$ cat src/xoshiro256pp_range_generator_macros.svh
// ----------------------------------------------------------------------------
// xoshiro256pp_range_generator_macros
// Assertion macros shared by the generator's RTL files.
// Both expect a clock named clk and an active-high reset named rst.
// ----------------------------------------------------------------------------
`ifndef XOSHIRO256PP_RANGE_GENERATOR_MACROS_SVH
`define XOSHIRO256PP_RANGE_GENERATOR_MACROS_SVH

`ifndef SYNTH

// same-cycle implication
`define XRG_ASSERT_IMPL(lbl, ante, cons) \
  lbl: assert property (@(posedge clk) disable iff (rst) (ante) |-> (cons)) \
    else $error("%m: check failed");

// next-cycle implication
`define XRG_ASSERT_NEXT(lbl, ante, cons) \
  lbl: assert property (@(posedge clk) disable iff (rst) (ante) |=> (cons)) \
    else $error("%m: check failed");

`else

`define XRG_ASSERT_IMPL(lbl, ante, cons)
`define XRG_ASSERT_NEXT(lbl, ante, cons)

`endif

`endif

$ cat src/xrg_pkg.sv
// ----------------------------------------------------------------------------
// xrg_pkg
// Types, constants and command/status structs of the xoshiro256++ range
// generator.
// ----------------------------------------------------------------------------
`default_nettype none

package xrg_pkg;

  // default upper bound on outputs per draw
  localparam int MAX_DRAWS_DEF = 64;

  // splitmix64 constants
  localparam logic [63:0] GOLDEN_STEP = 64'h9E37_79B9_7F4A_7C15;
  localparam logic [63:0] MIX_MUL_A   = 64'hBF58_476D_1CE4_E5B9;
  localparam logic [63:0] MIX_MUL_B   = 64'h94D0_49BB_1331_11EB;

  // item kinds
  localparam logic KIND_DRAW = 1'b0;
  localparam logic KIND_SEED = 1'b1;

  // configuration register indexes
  localparam logic REG_RANGE_MIN = 1'b0;
  localparam logic REG_RANGE_MAX = 1'b1;

  // input item
  typedef struct packed {
    logic        kind;
    logic [63:0] seed;
    logic [6:0]  draw_count;
  } in_item_t;

  // result item
  typedef struct packed {
    logic [63:0] value;
    logic        last;
    logic        range_empty;
  } out_item_t;

  // controller states
  typedef enum logic [3:0] {
    ST_IDLE,
    ST_SEED_ADD,
    ST_MIXA_MUL,
    ST_MIXA_WAIT,
    ST_MIXB_SET,
    ST_MIXB_MUL,
    ST_MIXB_WAIT,
    ST_SEED_STORE,
    ST_GEN,
    ST_SCALE_MUL,
    ST_SCALE_WAIT,
    ST_EMIT,
    ST_EMPTY
  } state_t;

  // controller to datapath
  typedef struct packed {
    logic       seed_load;
    logic       seed_step;
    logic       mix2;
    logic       seed_store;
    logic [1:0] word_sel;
    logic       gen;
    logic       mul_clr;
    logic       mul_pp;
    logic [1:0] pp_sel;
    logic       emit;
    logic       emit_last;
    logic       emit_empty;
  } cmd_t;

  // datapath to controller
  typedef struct packed {
    logic range_empty;
    logic out_free;
  } status_t;

endpackage

`default_nettype wire

$ cat src/xrg_ctrl.sv
// ----------------------------------------------------------------------------
// xrg_ctrl
// Sequencer for seeding, partial-product multiplies and result emission.
// ----------------------------------------------------------------------------
`default_nettype none

`include "xoshiro256pp_range_generator_macros.svh"

module xrg_ctrl #(
  parameter int MAX_DRAWS = xrg_pkg::MAX_DRAWS_DEF
) (
  input  wire logic             clk,
  input  wire logic             rst,
  input  wire logic             in_valid,
  output logic                  in_ready,
  input  wire logic             in_kind,
  input  wire logic [6:0]       in_draw_count,
  input  wire xrg_pkg::status_t status,
  output xrg_pkg::cmd_t         cmd
);
  import xrg_pkg::*;

  localparam int CNT_MAX = (MAX_DRAWS < 127) ? MAX_DRAWS : 127;
  localparam int CNT_W   = $clog2(CNT_MAX + 1);

  state_t           state;
  state_t           state_next;
  logic [1:0]       pp_cnt;
  logic [1:0]       w_cnt;
  logic [CNT_W-1:0] cnt;
  logic             accept;
  logic             is_last;

  assign accept  = in_valid && in_ready;
  assign is_last = (cnt == CNT_W'(1));

  // state register
  always_ff @(posedge clk) begin
    if (rst) begin
      state <= ST_IDLE;
    end else begin
      state <= state_next;
    end
  end

  // next state
  always_comb begin
    state_next = state;
    case (state)
      ST_IDLE: begin
        if (in_valid) begin
          if (in_kind == KIND_SEED) begin
            state_next = ST_SEED_ADD;
          end else if (in_draw_count == 7'd0) begin
            state_next = ST_IDLE;
          end else if (status.range_empty) begin
            state_next = ST_EMPTY;
          end else begin
            state_next = ST_GEN;
          end
        end
      end
      ST_SEED_ADD:   state_next = ST_MIXA_MUL;
      ST_MIXA_MUL:   if (pp_cnt == 2'd3) state_next = ST_MIXA_WAIT;
      ST_MIXA_WAIT:  state_next = ST_MIXB_SET;
      ST_MIXB_SET:   state_next = ST_MIXB_MUL;
      ST_MIXB_MUL:   if (pp_cnt == 2'd3) state_next = ST_MIXB_WAIT;
      ST_MIXB_WAIT:  state_next = ST_SEED_STORE;
      ST_SEED_STORE: state_next = (w_cnt == 2'd3) ? ST_IDLE : ST_SEED_ADD;
      ST_GEN:        state_next = ST_SCALE_MUL;
      ST_SCALE_MUL:  if (pp_cnt == 2'd3) state_next = ST_SCALE_WAIT;
      ST_SCALE_WAIT: state_next = ST_EMIT;
      ST_EMIT: begin
        if (status.out_free) begin
          state_next = is_last ? ST_IDLE : ST_GEN;
        end
      end
      ST_EMPTY:      if (status.out_free) state_next = ST_IDLE;
      default:       state_next = ST_IDLE;
    endcase
  end

  // outputs
  always_comb begin
    cmd      = '0;
    in_ready = 1'b0;
    case (state)
      ST_IDLE: begin
        in_ready      = 1'b1;
        cmd.seed_load = in_valid;
      end
      ST_SEED_ADD: begin
        cmd.seed_step = 1'b1;
        cmd.mul_clr   = 1'b1;
      end
      ST_MIXB_SET: begin
        cmd.mix2    = 1'b1;
        cmd.mul_clr = 1'b1;
      end
      ST_MIXA_MUL, ST_MIXB_MUL, ST_SCALE_MUL: begin
        cmd.mul_pp = 1'b1;
        cmd.pp_sel = pp_cnt;
      end
      ST_SEED_STORE: begin
        cmd.seed_store = 1'b1;
        cmd.word_sel   = w_cnt;
      end
      ST_GEN: begin
        cmd.gen     = 1'b1;
        cmd.mul_clr = 1'b1;
      end
      ST_EMIT: begin
        cmd.emit      = status.out_free;
        cmd.emit_last = is_last;
      end
      ST_EMPTY: begin
        cmd.emit_empty = status.out_free;
      end
      default: ;
    endcase
  end

  // partial product, seed word and draw counters
  always_ff @(posedge clk) begin
    if (rst) begin
      pp_cnt <= '0;
      w_cnt  <= '0;
      cnt    <= '0;
    end else begin
      pp_cnt <= cmd.mul_pp ? pp_cnt + 2'd1 : 2'd0;
      if (accept) begin
        w_cnt <= '0;
      end else if (cmd.seed_store) begin
        w_cnt <= w_cnt + 2'd1;
      end
      if (accept) begin
        if (32'(in_draw_count) > MAX_DRAWS) begin
          cnt <= CNT_W'(MAX_DRAWS);
        end else begin
          cnt <= CNT_W'(in_draw_count);
        end
      end else if (cmd.emit) begin
        cnt <= cnt - CNT_W'(1);
      end
    end
  end

  // a result is only loaded into a free output register
  `XRG_ASSERT_IMPL(a_emit_free, cmd.emit || cmd.emit_empty, status.out_free)
  // a draw step never runs with an exhausted count
  `XRG_ASSERT_IMPL(a_gen_count, cmd.gen, cnt != '0)
  // the final result of a draw returns the sequencer to idle
  `XRG_ASSERT_NEXT(a_last_idle, cmd.emit && cmd.emit_last, state == ST_IDLE)
  // at most one datapath operation per cycle
  `XRG_ASSERT_IMPL(a_one_op, 1'b1,
    $onehot0({cmd.seed_step, cmd.mix2, cmd.seed_store, cmd.gen, cmd.emit, cmd.emit_empty}))

endmodule

`default_nettype wire

$ cat config.mk
export PLATFORM = sky130hd
export DESIGN_NAME = xrg_ctrl
export DESIGN_NICKNAME = d
export VERILOG_FILES = /design/src/xrg_pkg.sv /design/src/xrg_ctrl.sv
export VERILOG_INCLUDE_DIRS = /design/src /design/src/src
export SDC_FILE = /design/constraint.sdc
export NUM_CORES = 1
export LEC_CHECK = 0
export ABC_AREA = 1
export BUFFER_PORTS_ARGS = -buffer_cell sky130_fd_sc_hd__buf_2
export CORE_AREA = 2 2 50 52
export CTS_CLUSTER_SIZE = 25
export DETAILED_ROUTE_END_ITERATION = 12
export DIE_AREA = 0 0 52 54
export PLACE_DENSITY_LB_ADDON = 0.15
export SETUP_SLACK_MARGIN = 0.2
export SYNTH_ARGS = -nofsm -noshare
export SYNTH_HDL_FRONTEND = slang
export SYNTH_SLANG_ARGS = --single-unit
$ cat constraint.sdc
create_clock -name clk -period 2.75 [get_ports clk]
set_input_delay 0.55 -clock clk [delete_from_list [all_inputs] [get_ports clk]]
set_output_delay 0.55 -clock clk [all_outputs]
set_load 0.02 [all_outputs]
Yosys cells after proc, flatten, opt, wreduce, memory -nomap -nowiden
Index checks and enable logic that the tools add are counted.
W data, S select, Z words.
- flip-flop bits (word level): 15
- input port bits: 13
- output and inout bits: 15
- logic and storage cells: 64
- add/sub/neg operators: 3
- magnitude comparators: 1
- equal/unequal tests: 21
- multiplexer cells: 25
- bitwise logic cells: 1
- reduce and logical (&&, ||, !) cells: 9
- operator list (cell ; count):
    $pmux W4 S13 ; 1
    $mux W4 ; 9
    $mux W7 ; 3
    $eq A4 B4 Y1 const B ; 5
    $eq A4 B3 Y1 const B ; 4
    $ne A2 B2 Y1 const B ; 6
    $mux W3 ; 3
    $eq A4 B2 Y1 const B ; 2
    $mux W1 ; 8
    $eq A7 B1 Y1 const B ; 1
    $gt A7 B7 Y1 const B ; 1
    $logic_not A7 Y1 ; 1
    $sub A7 B1 Y7 const B ; 1
    $reduce_and A6 Y1 ; 1
    $reduce_or A3 Y1 ; 2
    $add A2 B1 Y2 const B ; 2
    $eq A2 B2 Y1 const B ; 2
    $eq A4 B1 Y1 const B ; 1
    $logic_not A4 Y1 ; 1
    $reduce_or A2 Y1 ; 2
    $mux W2 ; 1
    $reduce_bool A2 Y1 ; 1
    $logic_and A1 B1 Y1 ; 1
    $not A1 Y1 ; 1

Longest topological paths before layout
- word-level depth: 5
- depth in mapped cells: 10
- gate-level depth less buffers: 9

Worst setup path after synthesis
OpenSTA, ideal clock, no wires.
- kind: register to output
- from: register state[3]
- to: output cmd[6] in the netlist's numbering
- arrival: 1504 ps
- required time: 2200 ps
- slack: 696 ps
- stages on the path, launching flop included: 4
- buffers on the path: 1
- path through: dfxtp_1 -> buf_4 -> nor4_1 -> or3_1
- RTL lines (what ; line ; RTL):
    start, declared ; xrg_ctrl.sv:26 ; state_t state;
    start signal, assigned ; xrg_ctrl.sv:42 ; state <= state_next;
    end, declared ; xrg_ctrl.sv:19 ; output xrg_pkg::cmd_t cmd

==> flow_summary.ini <==
[run_status]
status = complete, no violations

[worst_setup_path]
worstSetupEndpointType = primary output
slowest_delay_ns = 0.52
required_ns = 2.20
rrSetupSlack_ns = 1.35
path_class = flip-flop to primary output
critPathSlowestCell = dfxtp_1
cp_num_buf_inv = 2
r2r_start = state[2]$_SDFFE_PP0P_
r2r_end = cnt[6]$_SDFFE_PP0P_
path_max_fanout = 8
start_kind = flip-flop
path_cells = inv_1 -> nand2_1 -> nor2_1 -> or3_1 -> buf_2
cp.arrival_ns = 1.65
r2r_cells = 8
crit_family = simple AND/OR/NAND/NOR gates

[pwr]
seqPwrFrac_pct = 25.0
ir_drop_uv = 805
p_clk_share_pct = 8.6
p_per_area_mw_per_mm2 = 1110
intPower_w = 0.000706
power_frac_comb_pct = 66.3
switching_share_pct = 54.2
p_leak_nw = 0.701
p_sw_w = 0.000835

[worst_hold_path]
hold_depth = 1
hp-start = pp_cnt[0]$_SDFF_PP0_
hold_end = pp_cnt[0]$_SDFF_PP0_
min_path_type = flip-flop to flip-flop

[cts]
worstSkewPairLatency_ns = 0.29
path_clk_slew_ns = 0.09
cts.sinks = 15
cts_tree = done
cts.htree.levels = 1
clk_path_buf_depth = 2
cts_root_buf = clkbuf_4
cts_buffers = 3
cts_setup_buffers = 0
ctsResizeCount = 0
ctsHoldBuffers = 0

[die]
initial_core_util_pct = 52.2
die_h_um = 54
die_w_um = 52
dieArea_mm2 = 0.00281
rows = 18
core_mm2 = 0.00232
io_pins = 28

[placement]
port_buffers = 27
dp_hpwl_mm = 2.24
routabilityCongestion = 0.896
pre_cts_slack_ns = 0.881

[sta]
skew_ns = 0.0104
fmax_mhz = 455
setup-violations-final = 0
grt_setup_unrepaired = no
tightest_slew_ns = 0.339
slew_headroom_pct = 77.3
report.final.slew_viol_count = 0
period_minus_slack_ns = 2.20
tns_ns = 0
setup_ws_ns = 0.551
min_period_over_period_pct = 80.0
hold_viol = 0

[logic_synthesis]
synthAdderAreaFrac_pct = 4.13
synth_nets = 214
yosys.area_share.simple_pct = 45.7
muxShareOfSynthArea_pct = 0
synth.distinct_cells = 29
synth_xor_area_share_pct = 1.45
ys_warn_count = 0
synth_top_family_by_area = simple AND/OR/NAND/NOR gates
yosys.area.top_type = dfxtp_1
synth_compound_area_share_pct = 10.6
ys_seq_elements = 15
syn_area_mm2 = 0.00121
synthTopCellsByArea = dfxtp_1, nand2_1, inv_1
syn_avg_cell_area_um2 = 6.15
ys_seq_area_share_pct = 24.8
synth.top_cell.area_share_pct = 24.8
postSynthCellCount = 197

[layout]
layout-drive-gt1-share_pct = 24.0
multiInputGateArea_um2 = 749
diodes = 0
final_nets = 243
area.growth.synth_to_final_pct = 14.6
final.fill_count = 233
regArea_um2 = 300

[global_routing]
grt_usage_pct = 21.5
antenna_found_initial = 0
grt_pass1_wl_mm = 4.50
grt_pass1_vias = 1112
grt_max_degree = 11
grt_overflow_total = 0

[detailed_routing]
first_pass_iters = 4
viasPerCell = 5.01
drc = 0
drtIter0Drc = 21
wire_per_inst_um = 10.9
vias = 1278
routed_wl_mm = 2.77
final_antenna_net_count = 0

[flow_run]
maxCapViolCount = 0
-- final cells by class --
| cell class | count | area share, % |
|---|---|---|
| timing repair buffer | 27 | 9.74 |
| multi-input combinational | 144 | 54.0 |
| clock inverter | 1 | 0.541 |
| clock buffer | 3 | 1.62 |
| tap | 30 | 2.71 |
| inverter | 35 | 9.74 |
| sequential | 15 | 21.6 |
-- per-layer routing --
metal  global-route usage [%]  up-vias  routed length (um)
met5                        0        -                   0
met4                     6.58        0                  11
met3                     3.61        2                 150
met2                     36.1       47                1310
met1                     28.1      554                1300
li1                         -      675                   -
-- logic make-up (layout without fill, tap and decap cells) --
group,Yosys count,in the layout
AO/OA/AOI/OAI,24,24
adder cells (fa/ha/maj),4,4
buffers and inverters,38,66
flip-flops,15,15
XOR/XNOR,2,2
AND/OR/NAND/NOR,114,114
-- metrics by stage --
step                cells  util (%)  hold slack [ns]  power [W]  area (um^2)
floorplan             197         -            0.417    0.00122         1210
global placement      251      58.5            0.430    0.00138         1360
detailed placement    251      58.5            0.444    0.00141         1360
CTS                   255      59.8            0.458    0.00155         1390
global route          255      59.8            0.482    0.00169         1390
finish                255      59.8            0.450    0.00154         1390
-- flip-flops by register name (all words and copies together) (netlist names) --
register	count
cnt	7
pp_cnt	2
state	4
w_cnt	2
-- cell usage in the layout, fill, tap and decap left out, types with 2 or more instances in the layout --
master    netlist  final
nand2_4         3      3
nor2_2          3      3
inv_2           4      4
dfxtp_1        15     15
nor2_4          3      3
o21ai_1         5      5
nand2_2         7      7
nand3_1        21     21
buf_2           0     27
inv_1          28     28
a21oi_1        12     12
clkbuf_4        0      3
o21ai_0         4      4
o211ai_1        2      2
ha_1            4      4
nor2_1         24     24
nand2_1        46     46
nor3_1          2      2
-- power by group through the flow --
stage	clock (W)	combinational, W	sequential (W)
final	0.000133	0.00102	0.000386
after global routing	0.000147	0.00115	0.000395
after CTS	0.000138	0.00103	0.000382
after detailed placement	0	0.00102	0.000386
after global placement	0	0.000997	0.000382
after floorplan	0	0.000869	0.000347
-- worst max-delay path by stage --
stage	slack (ns)	cells after the start	endpoint	start
after floorplan	0.70	3	cmd[6]	state[3]$_SDFFE_PP0P_
after global placement	0.92	5	cmd[6]	state[3]$_SDFFE_PP0P_
after detailed placement	0.88	5	cmd[6]	state[3]$_SDFFE_PP0P_
after CTS	0.56	5	cmd[6]	state[3]$_SDFFE_PP0P_
after global routing	0.39	7	cmd[3]	state[1]$_SDFFE_PP0P_
final	0.55	5	cmd[6]	state[3]$_SDFFE_PP0P_
-- Yosys cell counts --
| library cell | number |
|---|---|
| xor2_1 | 1 |
| buf_6 | 1 |
| nor2_1 | 24 |
| dfxtp_1 | 15 |
| nand2_1 | 46 |
| nor2_2 | 3 |
| a21oi_1 | 12 |
| o211ai_1 | 2 |
| o21ai_1 | 5 |
| nand3_1 | 21 |
| clkinv_1 | 1 |
| nor4_1 | 1 |
| nor3_1 | 2 |
| nor2_4 | 3 |
| xnor2_1 | 1 |
| inv_1 | 28 |
| clkinv_2 | 1 |
| nand4_1 | 1 |
| o21ai_0 | 4 |
| ha_1 | 4 |
| a2bb2oi_1 | 1 |
| nand2_4 | 3 |
| nand2_2 | 7 |
| buf_4 | 2 |
| or3_1 | 1 |
| and2_1 | 1 |
| nor2_8 | 1 |
| inv_2 | 4 |
| inv_4 | 1 |
No activity file was read; power rests on OpenSTA's default activity.
